==> src/hw/rtl/mrc_pkg.sv <==
`default_nettype none
package mrc_pkg;

  localparam int MOTORS_DEF    = 4;
  localparam int MAX_REPLY_DEF = 13;
  localparam int EVQ_DEPTH     = 2;

  localparam logic [15:0] CRC_INIT = 16'hFFFF;
  localparam logic [15:0] CRC_POLY = 16'hA001;
  localparam logic [16:0] ELAPSED_MAX = 17'h1FFFF;
  localparam logic [7:0]  COUNT_MAX = 8'hFF;

  localparam logic [15:0] TIMEOUT_RST = 16'd10;
  localparam logic [7:0]  LIMIT_RST   = 8'd5;

  typedef enum logic [1:0] {
    CMD_START = 2'd0,
    CMD_BYTE  = 2'd1,
    CMD_TICK  = 2'd2
  } cmd_t;

  typedef enum logic [2:0] {
    ST_OK      = 3'd0,
    ST_CRC     = 3'd1,
    ST_ID      = 3'd2,
    ST_TIMEOUT = 3'd3,
    ST_BAD_LEN = 3'd4
  } status_t;

  typedef enum logic {
    REG_TIMEOUT = 1'b0,
    REG_LIMIT   = 1'b1
  } reg_idx_t;

  // One finished transaction or one rejected start, handed to the back end
  typedef struct packed {
    logic        report_only;
    status_t     status;
    logic [3:0]  motor;
    logic [3:0]  seen;
  } ev_t;

  function automatic logic [15:0] crc_byte(input logic [15:0] crc, input logic [7:0] b);
    logic [15:0] c;
    c = crc ^ {8'h00, b};
    for (int k = 0; k < 8; k++) begin
      if (c[0]) c = (c >> 1) ^ CRC_POLY;
      else      c = c >> 1;
    end
    return c;
  endfunction

endpackage
`default_nettype wire

==> src/hw/rtl/mrc_front.sv <==
`default_nettype none
module mrc_front
  import mrc_pkg::*;
#(
  parameter int MAX_REPLY = MAX_REPLY_DEF
) (
  input  wire logic        clk,
  input  wire logic        rst_n,
  input  wire logic        accept,
  input  wire logic [1:0]  command,
  input  wire logic [3:0]  motor_index,
  input  wire logic [7:0]  station_id,
  input  wire logic [7:0]  frame_length,
  input  wire logic [7:0]  rx_byte,
  input  wire logic [15:0] timeout_ticks,
  output logic             ev_valid,
  output ev_t              ev
);

  localparam int CW = $clog2(MAX_REPLY + 1);

  logic          busy_r, busy_nxt;
  logic [3:0]    motor_r, motor_nxt;
  logic [7:0]    station_r, station_nxt;
  logic [CW-1:0] wlen_r, wlen_nxt;
  logic [CW-1:0] bcnt_r, bcnt_nxt;
  logic [15:0]   crc_r, crc_nxt;
  logic          id_ok_r, id_ok_nxt;
  logic          crc_lo_ok_r, crc_lo_ok_nxt;
  logic [16:0]   elapsed_r, elapsed_nxt;

  logic [CW:0]   idx2;
  logic [CW:0]   wlen_x;
  logic [CW-1:0] bcnt_inc;
  logic          id_now;
  logic [16:0]   limit;
  logic [CW+3:0] seen_cur, seen_inc;

  always_comb begin
    idx2     = {1'b0, bcnt_r} + (CW+1)'(2);
    wlen_x   = {1'b0, wlen_r};
    bcnt_inc = bcnt_r + CW'(1);
    id_now   = (bcnt_r == '0) ? (rx_byte == station_r) : id_ok_r;
    limit    = (bcnt_r != '0) ? {timeout_ticks, 1'b0} : {1'b0, timeout_ticks};
    seen_cur = {4'b0000, bcnt_r};
    seen_inc = {4'b0000, bcnt_inc};
  end

  always_comb begin
    busy_nxt      = busy_r;
    motor_nxt     = motor_r;
    station_nxt   = station_r;
    wlen_nxt      = wlen_r;
    bcnt_nxt      = bcnt_r;
    crc_nxt       = crc_r;
    id_ok_nxt     = id_ok_r;
    crc_lo_ok_nxt = crc_lo_ok_r;
    elapsed_nxt   = elapsed_r;
    ev_valid      = 1'b0;
    ev            = '{report_only: 1'b0, status: ST_OK, motor: motor_r, seen: 4'd0};

    if (accept) begin
      case (cmd_t'(command))
        CMD_START: begin
          busy_nxt = 1'b0;
          if ({1'b0, frame_length} > 9'(MAX_REPLY)) begin
            ev_valid = 1'b1;
            ev = '{report_only: 1'b1, status: ST_BAD_LEN, motor: motor_index, seen: 4'd0};
          end else begin
            motor_nxt     = motor_index;
            station_nxt   = station_id;
            wlen_nxt      = CW'(frame_length);
            bcnt_nxt      = '0;
            crc_nxt       = CRC_INIT;
            id_ok_nxt     = 1'b0;
            crc_lo_ok_nxt = 1'b0;
            elapsed_nxt   = '0;
            if (frame_length == 8'd0) begin
              ev_valid = 1'b1;
              ev = '{report_only: 1'b0, status: ST_BAD_LEN, motor: motor_index, seen: 4'd0};
            end else begin
              busy_nxt = 1'b1;
            end
          end
        end
        CMD_BYTE: begin
          if (busy_r) begin
            if (bcnt_r == '0) id_ok_nxt = id_now;
            if (wlen_r >= CW'(2)) begin
              if (idx2 < wlen_x) crc_nxt = crc_byte(crc_r, rx_byte);
              else if (idx2 == wlen_x) crc_lo_ok_nxt = (rx_byte == crc_r[7:0]);
            end
            bcnt_nxt = bcnt_inc;
            if (bcnt_inc >= wlen_r) begin
              busy_nxt    = 1'b0;
              ev_valid    = 1'b1;
              ev.seen     = seen_inc[3:0];
              if (!id_now)                ev.status = ST_ID;
              else if (wlen_r < CW'(2))   ev.status = ST_BAD_LEN;
              else if (crc_lo_ok_r && rx_byte == crc_r[15:8]) ev.status = ST_OK;
              else                        ev.status = ST_CRC;
            end
          end
        end
        CMD_TICK: begin
          if (busy_r) begin
            if (elapsed_r < ELAPSED_MAX) elapsed_nxt = elapsed_r + 17'd1;
            if (elapsed_nxt > limit) begin
              busy_nxt  = 1'b0;
              ev_valid  = 1'b1;
              ev.status = ST_TIMEOUT;
              ev.seen   = seen_cur[3:0];
            end
          end
        end
        default: begin
          busy_nxt = busy_r;
        end
      endcase
    end
  end

  always_ff @(posedge clk) begin
    if (!rst_n) begin
      busy_r      <= 1'b0;
      motor_r     <= '0;
      station_r   <= '0;
      wlen_r      <= '0;
      bcnt_r      <= '0;
      crc_r       <= CRC_INIT;
      id_ok_r     <= 1'b0;
      crc_lo_ok_r <= 1'b0;
      elapsed_r   <= '0;
    end else begin
      busy_r      <= busy_nxt;
      motor_r     <= motor_nxt;
      station_r   <= station_nxt;
      wlen_r      <= wlen_nxt;
      bcnt_r      <= bcnt_nxt;
      crc_r       <= crc_nxt;
      id_ok_r     <= id_ok_nxt;
      crc_lo_ok_r <= crc_lo_ok_nxt;
      elapsed_r   <= elapsed_nxt;
    end
  end

endmodule
`default_nettype wire

==> src/hw/rtl/mrc_evq.sv <==
`default_nettype none
module mrc_evq
  import mrc_pkg::*;
(
  input  wire logic clk,
  input  wire logic rst_n,
  input  wire logic wr_en,
  input  ev_t       wr_data,
  output logic      q_full,
  output logic      rd_valid,
  input  wire logic rd_en,
  output ev_t       rd_data
);

  localparam int PW = (EVQ_DEPTH > 1) ? $clog2(EVQ_DEPTH) : 1;
  localparam int NW = $clog2(EVQ_DEPTH + 1);

  ev_t           mem_r [EVQ_DEPTH];
  logic [PW-1:0] wr_ptr_r, wr_ptr_nxt;
  logic [PW-1:0] rd_ptr_r, rd_ptr_nxt;
  logic [NW-1:0] cnt_r, cnt_nxt;
  logic          do_wr, do_rd;

  assign q_full   = (cnt_r == NW'(EVQ_DEPTH));
  assign rd_valid = (cnt_r != '0);
  assign rd_data  = mem_r[rd_ptr_r];

  always_comb begin
    do_wr      = wr_en && !q_full;
    do_rd      = rd_en && rd_valid;
    wr_ptr_nxt = wr_ptr_r;
    rd_ptr_nxt = rd_ptr_r;
    cnt_nxt    = cnt_r;
    if (do_wr) wr_ptr_nxt = (wr_ptr_r == PW'(EVQ_DEPTH - 1)) ? '0 : wr_ptr_r + PW'(1);
    if (do_rd) rd_ptr_nxt = (rd_ptr_r == PW'(EVQ_DEPTH - 1)) ? '0 : rd_ptr_r + PW'(1);
    if (do_wr && !do_rd) cnt_nxt = cnt_r + NW'(1);
    else if (do_rd && !do_wr) cnt_nxt = cnt_r - NW'(1);
  end

  always_ff @(posedge clk) begin
    if (do_wr) mem_r[wr_ptr_r] <= wr_data;
  end

  always_ff @(posedge clk) begin
    if (!rst_n) begin
      wr_ptr_r <= '0;
      rd_ptr_r <= '0;
      cnt_r    <= '0;
    end else begin
      wr_ptr_r <= wr_ptr_nxt;
      rd_ptr_r <= rd_ptr_nxt;
      cnt_r    <= cnt_nxt;
    end
  end

endmodule
`default_nettype wire

==> src/hw/rtl/mrc_back.sv <==
`default_nettype none
module mrc_back
  import mrc_pkg::*;
#(
  parameter int MOTORS = MOTORS_DEF
) (
  input  wire logic       clk,
  input  wire logic       rst_n,
  input  wire logic       ev_valid,
  input  ev_t             ev,
  output logic            ev_take,
  input  wire logic [7:0] error_limit,
  output logic            out_valid,
  input  wire logic       out_take,
  output logic [2:0]      status,
  output logic [3:0]      motor_of_result,
  output logic [7:0]      error_count,
  output logic            line_off,
  output logic [3:0]      bytes_seen
);

  localparam int MW = (MOTORS > 1) ? $clog2(MOTORS) : 1;

  logic [7:0]    fail_r [MOTORS];
  logic          valid_r, valid_nxt;
  logic [2:0]    status_r;
  logic [3:0]    motor_r;
  logic [7:0]    count_r;
  logic          off_r;
  logic [3:0]    seen_r;

  logic          known;
  logic [MW-1:0] idx;
  logic [7:0]    cur, upd, cnt_res;
  logic          off_res;

  assign ev_take = ev_valid && (!valid_r || out_take);

  always_comb begin
    known   = ({1'b0, ev.motor} < 5'(MOTORS));
    idx     = ev.motor[MW-1:0];
    cur     = known ? fail_r[idx] : 8'd0;
    upd     = cur;
    off_res = 1'b0;
    if (ev.status == ST_OK) begin
      if (cur != 8'd0) upd = cur - 8'd1;
    end else begin
      if (cur != COUNT_MAX) upd = cur + 8'd1;
      if (upd > error_limit) begin
        upd     = 8'd0;
        off_res = 1'b1;
      end
    end
    // rejected starts and unknown motors only report the current count
    if (ev.report_only || !known) begin
      cnt_res = cur;
      off_res = 1'b0;
    end else begin
      cnt_res = upd;
    end
  end

  always_comb begin
    valid_nxt = valid_r;
    if (ev_take)       valid_nxt = 1'b1;
    else if (out_take) valid_nxt = 1'b0;
  end

  always_ff @(posedge clk) begin
    if (!rst_n) begin
      valid_r <= 1'b0;
      for (int m = 0; m < MOTORS; m++) fail_r[m] <= 8'd0;
    end else begin
      valid_r <= valid_nxt;
      if (ev_take && known && !ev.report_only) fail_r[idx] <= upd;
    end
  end

  always_ff @(posedge clk) begin
    if (ev_take) begin
      status_r <= ev.status;
      motor_r  <= ev.motor;
      count_r  <= cnt_res;
      off_r    <= off_res;
      seen_r   <= ev.seen;
    end
  end

  assign out_valid       = valid_r;
  assign status          = status_r;
  assign motor_of_result = motor_r;
  assign error_count     = count_r;
  assign line_off        = off_r;
  assign bytes_seen      = seen_r;

endmodule
`default_nettype wire

==> src/hw/rtl/modbus_response_checker_top.sv <==
`default_nettype none
// Modbus RTU reply checker.
// Input side is a queue: drive command and its fields, raise push; the beat is
// taken on a clock edge with push high and full low. Start beats open a reply
// for a motor, byte beats feed reply bytes, tick beats count milliseconds.
// Result side is a queue too: while empty is low the oldest result sits on the
// out_ ports; pop with empty low takes it. Only beats that end a transaction
// (or reject a start) produce a result.
// A result passes through the event queue and then the output register before it
// shows on the out_ ports. Throughput: one beat per cycle on both sides while full
// is low and pop is high; the CRC update of one byte is an unrolled combinational step.
// The front end pushes finished transactions and rejected starts into a two-entry
// event queue; the back end updates the per-motor failure count and loads the
// output register. When the receiver stalls, results wait in the output register
// and the event queue; full rises once both are occupied, and nothing is dropped.
// Reset (rst_n low, synchronous) clears all failure counts, ends any open
// transaction, empties both queues and loads timeout 10 ticks and limit 5.
// Registers via cfg_we/cfg_index/cfg_wdata: 0 timeout ticks, 1 error limit.
module modbus_response_checker_top
  import mrc_pkg::*;
#(
  parameter int MOTORS    = MOTORS_DEF,
  parameter int MAX_REPLY = MAX_REPLY_DEF
) (
  input  wire logic        clk,
  input  wire logic        rst_n,
  input  wire logic        cfg_we,
  input  wire logic        cfg_index,
  input  wire logic [15:0] cfg_wdata,
  input  wire logic        push,
  output logic             full,
  input  wire logic [1:0]  in_command,
  input  wire logic [3:0]  in_motor_index,
  input  wire logic [7:0]  in_station_id,
  input  wire logic [7:0]  in_frame_length,
  input  wire logic [7:0]  in_rx_byte,
  output logic             empty,
  input  wire logic        pop,
  output logic [2:0]       out_status,
  output logic [3:0]       out_motor_of_result,
  output logic [7:0]       out_error_count,
  output logic             out_line_off,
  output logic [3:0]       out_bytes_seen
);

  logic [15:0] timeout_r;
  logic [7:0]  limit_r;
  logic        accept;
  logic        fe_valid;
  ev_t         fe_ev;
  logic        q_valid;
  ev_t         q_ev;
  logic        q_take;
  logic        o_valid;

  always_ff @(posedge clk) begin
    if (!rst_n) begin
      timeout_r <= TIMEOUT_RST;
      limit_r   <= LIMIT_RST;
    end else if (cfg_we) begin
      case (reg_idx_t'(cfg_index))
        REG_TIMEOUT: timeout_r <= cfg_wdata;
        REG_LIMIT:   limit_r   <= cfg_wdata[7:0];
        default:     timeout_r <= timeout_r;
      endcase
    end
  end

  assign accept = push && !full;
  assign empty  = !o_valid;

  mrc_front #(.MAX_REPLY(MAX_REPLY)) u_front (
    .clk           (clk),
    .rst_n         (rst_n),
    .accept        (accept),
    .command       (in_command),
    .motor_index   (in_motor_index),
    .station_id    (in_station_id),
    .frame_length  (in_frame_length),
    .rx_byte       (in_rx_byte),
    .timeout_ticks (timeout_r),
    .ev_valid      (fe_valid),
    .ev            (fe_ev)
  );

  mrc_evq u_evq (
    .clk      (clk),
    .rst_n    (rst_n),
    .wr_en    (fe_valid),
    .wr_data  (fe_ev),
    .q_full   (full),
    .rd_valid (q_valid),
    .rd_en    (q_take),
    .rd_data  (q_ev)
  );

  mrc_back #(.MOTORS(MOTORS)) u_back (
    .clk             (clk),
    .rst_n           (rst_n),
    .ev_valid        (q_valid),
    .ev              (q_ev),
    .ev_take         (q_take),
    .error_limit     (limit_r),
    .out_valid       (o_valid),
    .out_take        (pop),
    .status          (out_status),
    .motor_of_result (out_motor_of_result),
    .error_count     (out_error_count),
    .line_off        (out_line_off),
    .bytes_seen      (out_bytes_seen)
  );

endmodule
`default_nettype wire

==> config.mk <==
export PLATFORM = sky130hd
export DESIGN_NAME = modbus_response_checker_top
export DESIGN_NICKNAME = d
export VERILOG_FILES = /design/src/hw/rtl/mrc_pkg.sv /design/src/hw/rtl/mrc_front.sv /design/src/hw/rtl/mrc_evq.sv /design/src/hw/rtl/mrc_back.sv /design/src/hw/rtl/modbus_response_checker_top.sv
export SDC_FILE = /design/constraint.sdc
export NUM_CORES = 1
export LEC_CHECK = 0
export ABC_AREA = 1
export BUFFER_PORTS_ARGS = -buffer_cell sky130_fd_sc_hd__buf_2
export CORE_ASPECT_RATIO = 0.8
export CORE_MARGIN = 1.5
export CORE_UTILIZATION = 60
export DETAILED_ROUTE_END_ITERATION = 7
export GPL_TIMING_DRIVEN = 0
export PLACE_DENSITY = 0.8
export RECOVER_POWER = 100
export SYNTH_ARGS = -nofsm -noshare
export SYNTH_HDL_FRONTEND = slang
export SYNTH_SLANG_ARGS = --single-unit
==> constraint.sdc <==
create_clock -name clk -period 4.2 [get_ports clk]
set_clock_uncertainty 0.15 [all_clocks]
set_input_delay 0 -clock clk [delete_from_list [all_inputs] [get_ports clk]]
set_output_delay 0 -clock clk [all_outputs]
set_load 0.1 [all_outputs]
---- Word level (Yosys, flattened, before mapping) ----
Memories as Yosys holds them, arrays and structs flattened. A register that Yosys moved wholly into a read port is not among the register bits.
Index checks and enable logic that the tools add are counted.
Widths: inputs -> output; s select.
word-level totals
  output and inout bits ................... 22
  memories ................................ 2
  memory bits (writable) .................. 56
  register bits ........................... 105
cells by class
  equality and inequality tests ........... 16
  reduce and logical (&&, ||, !) cells .... 40
  magnitude comparators ................... 9
  bitwise logic cells ..................... 11
  muxes and demuxes ....................... 127
  $add $sub $neg .......................... 9
memory list
  memory         depth  bits a word  rd ports  clocked after Yosys merged registers in  wr ports  line            text
  u_back.fail_r  4      8            1         0                                        4         mrc_back.sv:24  logic [7:0] fail_r [MOTORS];
  u_evq.mem_r    2      12           1         1                                        1         mrc_evq.sv:18   ev_t mem_r [EVQ_DEPTH];
operators with widths
  operator               count
  $mux 16                47
  $mux 17                7
  $mux 8                 8
  $mux 1                 37
  $pmux 17 s2            1
  $pmux 16 s2            1
  $mux 4                 7
  $eq 8x8->1             3
  $mux 12                2
  $not 2->3              8
  $add 17x1->17 const B  1
  $gt 17x17->1           1
  $lt 17x17->1 const B   1
  $xor 16x8->16          1
  $mux 3                 5
  $ne 2x1->1 const B     6
  $pmux 4 s3             1
  $mux 11                1
  $reduce_bool 2->1      5
  $logic_and 1x1->1      9
  $pmux 3 s3             1
  $add 8x1->8 const B    1
  $gt 8x4->1 const B     1
  $gt 8x8->1             1
  other kinds (38)       56

---- Longest topological paths before layout ----
  word-level depth ........................ 56
  mapped depth ............................ 29
  mapped depth without buffers ............ 28

---- Modules after synthesis ----
Synthesis repeated with hierarchy kept, for this count alone.
second synthesis, totals
  cell total of the unflattened synthesis .. 1,247
  area, all modules ....................... 9,645.5 sq um
modules (own cells, without submodules)
  module                       area an instance (sq um)  cells an instance  sequential area each (sq um)  instances
  mrc_front                    4,309.1                   643                1,121.1                       1
  mrc_back                     3,211.8                   391                1,581.5                       1
  mrc_evq                      1,152.4                   74                 820.8                         1
  modbus_response_checker_top  972.2                     139                480.5                         1

---- Worst setup path before layout ----
Ideal clock, no wire load.
  path kind ............................... register to register
  start ................................... register u_back.valid_r (netlist: u_back.out_valid)
  end ..................................... memory u_back.fail_r[3][0] (enable)
  cell stages (with the launch flop) ...... 8
  setup time .............................. 387 ps
  data required time ...................... 3,663 ps
  arrival ................................. 3,338 ps
  setup slack ............................. 326 ps
  period minus slack after synthesis ...... 3,874 ps
  path through ............................ dfxtp_1 -> inv_1 -> nor2_1 -> a21oi_1 -> inv_1 -> nor2_2 -> inv_2 -> o31ai_1
RTL lines
  what                    line            text
  from (decl)             mrc_back.sv:25  logic valid_r, valid_nxt;
  from (signal assigned)  mrc_back.sv:74  valid_r <= valid_nxt;
  to (decl)               mrc_back.sv:24

---- Worst setup path after layout ----
  start ................................... register u_front.elapsed_r[14]
  end ..................................... register u_evq.cnt_r[1]
on the way
  longest elaborated chain between the ends .. 14
  elaborated cells between the ends (all ways) .. 17
  classes of those cells .................. add/sub (1); order compare (2); mux (9); reduce/logical (5)
RTL lines
  what                                           line              text
  from (decl)                                    mrc_front.sv:30   logic [16:0] elapsed_r, elapsed_nxt;
  from (signal assigned)                         mrc_front.sv:143  elapsed_r <= elapsed_nxt;
  $add 17x1->17 or $lt 17x17->1 (tied branches)  mrc_front.sv:107  if (elapsed_r < ELAPSED_MAX) elapsed_nxt = elapsed_r + 17'd1;
  $mux 17 (*)                                    mrc_front.sv:107
  $mux 17 (*)                                    mrc_front.sv:106  if (busy_r) begin
  $mux 17 (*)                                    mrc_front.sv:63   case (cmd_t'(command))
  $mux 17 (*)                                    mrc_front.sv:62   if (accept) begin
  $gt 17x17->1 (*)                               mrc_front.sv:108  if (elapsed_nxt > limit) begin
  $mux 1 (*)                                     mrc_front.sv:108
  $mux 1 (*)                                     mrc_front.sv:106
  $pmux 1 s3 (*)                                 mrc_front.sv:63
  $mux 1 (*)                                     mrc_front.sv:62
  $logic_and 1x1->1 (*)                          mrc_evq.sv:29     do_wr = wr_en && !q_full;
  via u_evq.do_wr                                mrc_evq.sv:22     logic do_wr, do_rd;
  $logic_not 1->1                                mrc_evq.sv:37     else if (do_rd && !do_wr) cnt_nxt = cnt_r - NW'(1);
  $logic_and 1x1->1                              mrc_evq.sv:37
  $reduce_bool 2->1 (no line)                    --
  to (signal assigned)                           mrc_evq.sv:52     cnt_r <= cnt_nxt;
  to (decl)                                      mrc_evq.sv:21     logic [NW-1:0] cnt_r, cnt_nxt;
The timed path passes the listed nets; every way through them passes the cells marked *. The select of a mux whose other input is x is not followed.
A chain may end at the register's enable or synchronous reset.

==> summary.md <==
| Metric | Value |
|---|---|
| Final core utilization | 72.7% |
| Crit path from | u_front.elapsed_r[14] |
| Min-delay worst type | in2reg |
| Post-Syn Nets | 1,252 |
| Die height | 114 um |
| Clk pin slew, worst setup/hold paths | 70 ps |
| Final Hold Fails | 0 |
| Clock Sinks | 162 |
| Setup crit end kind | register |
| Share of cells above drive strength 1 | 14.3% |
| WP data required | 4360 ps |
| Bufs on Longest Clock Path | 2 |
| Port buffer count | 72 |
| Maximum fanout along the worst path | 4 |
| Dpl cells | 1,414 |
| Total CTS buffers | 17 |
| Dpl ws | -620 ps |
| Total grt overflow | 0 |
| Main synth FF type | dfxtp_1 |
| Lkg Pwr | 4.74 nW |
| Skew-Pair Late Insertion Delay | 440 ps |
| Syn avg cell area | 7.95 um^2 |
| Max-cap violations | 1 |
| Net Switching | 0.00258 W |
| WP data arrival | 4120 ps |
| Worst rel slew slack | 0.805% |
| Synth cell types | 46 |
| Diode count | 0 |
| Yosys reg bits | 162 |
| All-Layer GR Usage | 30.5% |
| DR iter-0 viols | 810 |
| Setup Crit Path Kind | reg2reg |
| Min Clock Period, post-route | 3960 ps |
| Power per cell area | 537 nW/um^2 |
| Max Clk Rate | 0.253 GHz |
| Via Count | 8,326 |
| Synth Warn # | 0 |
| Worst reg2reg path depth | 25 |
| Sequential power share | 33.2% |
| DR pass1 iterations | 5 |
| # IOs | 74 |
| Sequential area share after synthesis | 43.7% |
| First-pass GRT wire length | 37,900 um |
| Crit start category | register |
| Vias in the first global route | 7,720 |
| Tcrit/Tclk final | 94.2% |
| Hold depth | 5 |
| Hold Slack | 22.5 ps |
| Rows | 40 |
| Finished Layout Cells | 1,493 |
| Routed len/inst | 15.7 um |
| Post-Syn Area | 9160 um^2 |
| Hold Startpoint | in_rx_byte[3] |
| Chip width | 141 um |
| Post-Synthesis Cells | 1,152 |
| Slew Limit Fails | 0 |
| CTS tree | built |
| Routed WL | 23,500 um |
| Pint | 0.00326 W |
| Final worst setup slack | 243 ps |
| Final setup vio count | 0 |
| Core area | 15,000 um^2 |
| Via density | 5.58 |
| Residual DRC count | 0 |
| Initial antenna violation count | 0 |
| Post-synth EDFFs | 76 |
| Largest net degree at the start of global routing | 17 |
| Final HPWL DP | 16,400 um |
| FFs w/ async S/R, synth | 0% |
| Clock share of power | 25.9% |
| P&R area growth vs syn | 18.7% |
| Final nets | 1,391 |
| Initial core utilization | 61.2% |
| Worst IR Drop VDD | 0.000381 V |
| Failing checks | max-capacitance violations |
| Remaining antenna violation count after routing | 0 |
| Comb power frac | 40.8% |
| Sw frac | 44.2% |
| Die ar. | 16,000 um^2 |
| Root buffer selected by CTS | clkbuf_16 |
| Status | complete, but fails checks |
| Htree depth | 4 |
| Slew @ Worst Pin | 1480 ps |
| Worst r2r src | u_front.elapsed_r[14] |
| Gpl congestion | 0.899 |
area by class of cell:
class | instances | area, um^2
Sequential cell | 162 | 4020
Inverter | 123 | 464
Timing Repair Buffer | 122 | 833
Clock inverter | 12 | 95.1
Buffer | 31 | 164
Fill cell | 1209 | 4090
Multi-Input combinational cell | 834 | 4590
Clock buffer | 20 | 479
Tap cell | 189 | 236
cell usage after synthesis, types with 3 or more instances:
library cell,instances,area share [%]
o21a_1,3,0.25
mux2i_1,7,0.76
nor3_1,12,0.66
a21oi_1,82,4.5
nor2_4,7,0.86
inv_1,104,4.3
nor3b_1,3,0.25
o211ai_1,4,0.33
nand4_1,13,0.89
nor2_2,7,0.48
nand3_2,5,0.55
nor2_1,127,5.2
inv_2,16,0.66
dfxtp_1,86,19
nand3_1,57,3.1
clkbuf_1,25,1.0
edfxtp_1,76,25
or2_2,6,0.41
buf_6,3,0.37
ha_1,48,6.6
nand2_1,276,11
nand2_4,5,0.61
xnor2_1,25,2.4
o21ai_0,79,4.3
a31oi_1,5,0.34
nand2_2,20,1.4
xor2_1,23,2.2
mux2_2,4,0.49
routing by layer:
| layer | vias up | GRT usage [%] | part of all wire (%) |
|---|---|---|---|
| li1 | 4066 | - | - |
| met1 | 3862 | 42.0 | 45 |
| met2 | 352 | 48.2 | 45 |
| met3 | 46 | 7.68 | 7.9 |
| met4 | 0 | 8.26 | 1.8 |
| met5 | - | 0 | 0 |
power by group through the flow:
stage	logic, W	clock network (W)	registers, W
after floorplan	0.00119	0	0.00260
after global placement	0.00227	0	0.00197
after detailed placement	0.00231	0	0.00196
after CTS	0.00237	0.00153	0.00193
after global routing	0.00256	0.00160	0.00196
final	0.00238	0.00151	0.00194
registers in the layout, summed over array words and instances, names as in the netlist, 8 cells and up, named ones only:
| name | cells |
|---|---|
| u_back.fail_r | 32 |
| u_front.crc_r | 16 |
| timeout_r | 16 |
| u_front.station_r | 8 |
| u_back.error_count | 8 |
| u_front.elapsed_r | 17 |
| limit_r | 8 |
| u_evq.mem_r | 24 |
critical path, stage by stage (launching register included):
cell and delay [ps]:
dfxtp_1 410, nand2_1 120, nor3_2 250, nand2_1 160
nor2_4 160, nor2_2 60, nand2_1 120, nor2_1 60
xor2_1 160, ha_1 280, nand2_1 70, nor2_2 150
nand2_1 140, nor3_1 170, nand3b_1 200, nand2_1 90
nand2_1 60, nand2_1 50, nand2_1 60, nand2_2 100
inv_1 90, ha_1 250, a21oi_1 140, o21ai_0 130
o21ai_0 150, a21oi_1 50
layout by cell type, fill, tap and decap left out, drive strengths merged, types with 5 or more instances in the layout:
cell | netlist | final
a21oi | 82 | 82
a31oi | 5 | 5
buf | 8 | 58
clkbuf | 25 | 67
clkinv | 2 | 8
dfxtp | 86 | 86
dlygate4sd3 | 0 | 48
edfxtp | 76 | 76
ha | 48 | 48
inv | 121 | 126
mux2i | 7 | 7
nand2 | 301 | 301
nand3 | 64 | 64
nand4 | 13 | 13
nor2 | 142 | 142
nor3 | 12 | 12
o21ai | 83 | 83
or2 | 6 | 6
xnor2 | 25 | 25
xor2 | 23 | 23
cell families (layout without fill, tap and decap cells):
kind of cell / Yosys count / in the layout / share of synthesized area (%)
adders and majority gates: 48 / 48 / 6.55
and+or+nand+nor: 545 / 545 / 26.6
DFF: 162 / 162 / 43.7
buffers and inverters: 156 / 308 / 6.90
muxes: 11 / 11 / 1.26
xor gates and xnor gates: 48 / 48 / 4.59
AOI/OAI and AO/OA: 182 / 182 / 10.4
timing repair:
item	4_1_cts	5_1_grt
endpoints found under the hold margin	57	0
hold buffers	48	0
setup buffers	1	0
endpoints found under the setup margin	27	67
pin swaps	1	1
resized for setup	7	28
worst paths after layout:
check,to,slack (ps)
setup / recovery,u_evq.cnt_r[1],240
hold reg to reg,u_evq.rd_ptr_r,310
setup reg to reg,u_evq.cnt_r[1],240
hold / removal,u_front.crc_r[9],20
stage by stage:
stage / total power, W / cell area [um^2] / setup TNS [ps]
after global placement: 0.00423 / 9760 / -15640
after global routing: 0.00611 / 10900 / -76.1
after CTS: 0.00582 / 10900 / 0
after detailed placement: 0.00427 / 9780 / -14500
final: 0.00584 / 10900 / 0
after floorplan: 0.00380 / 9160 / 0
(Power assumes the default switching activity.)
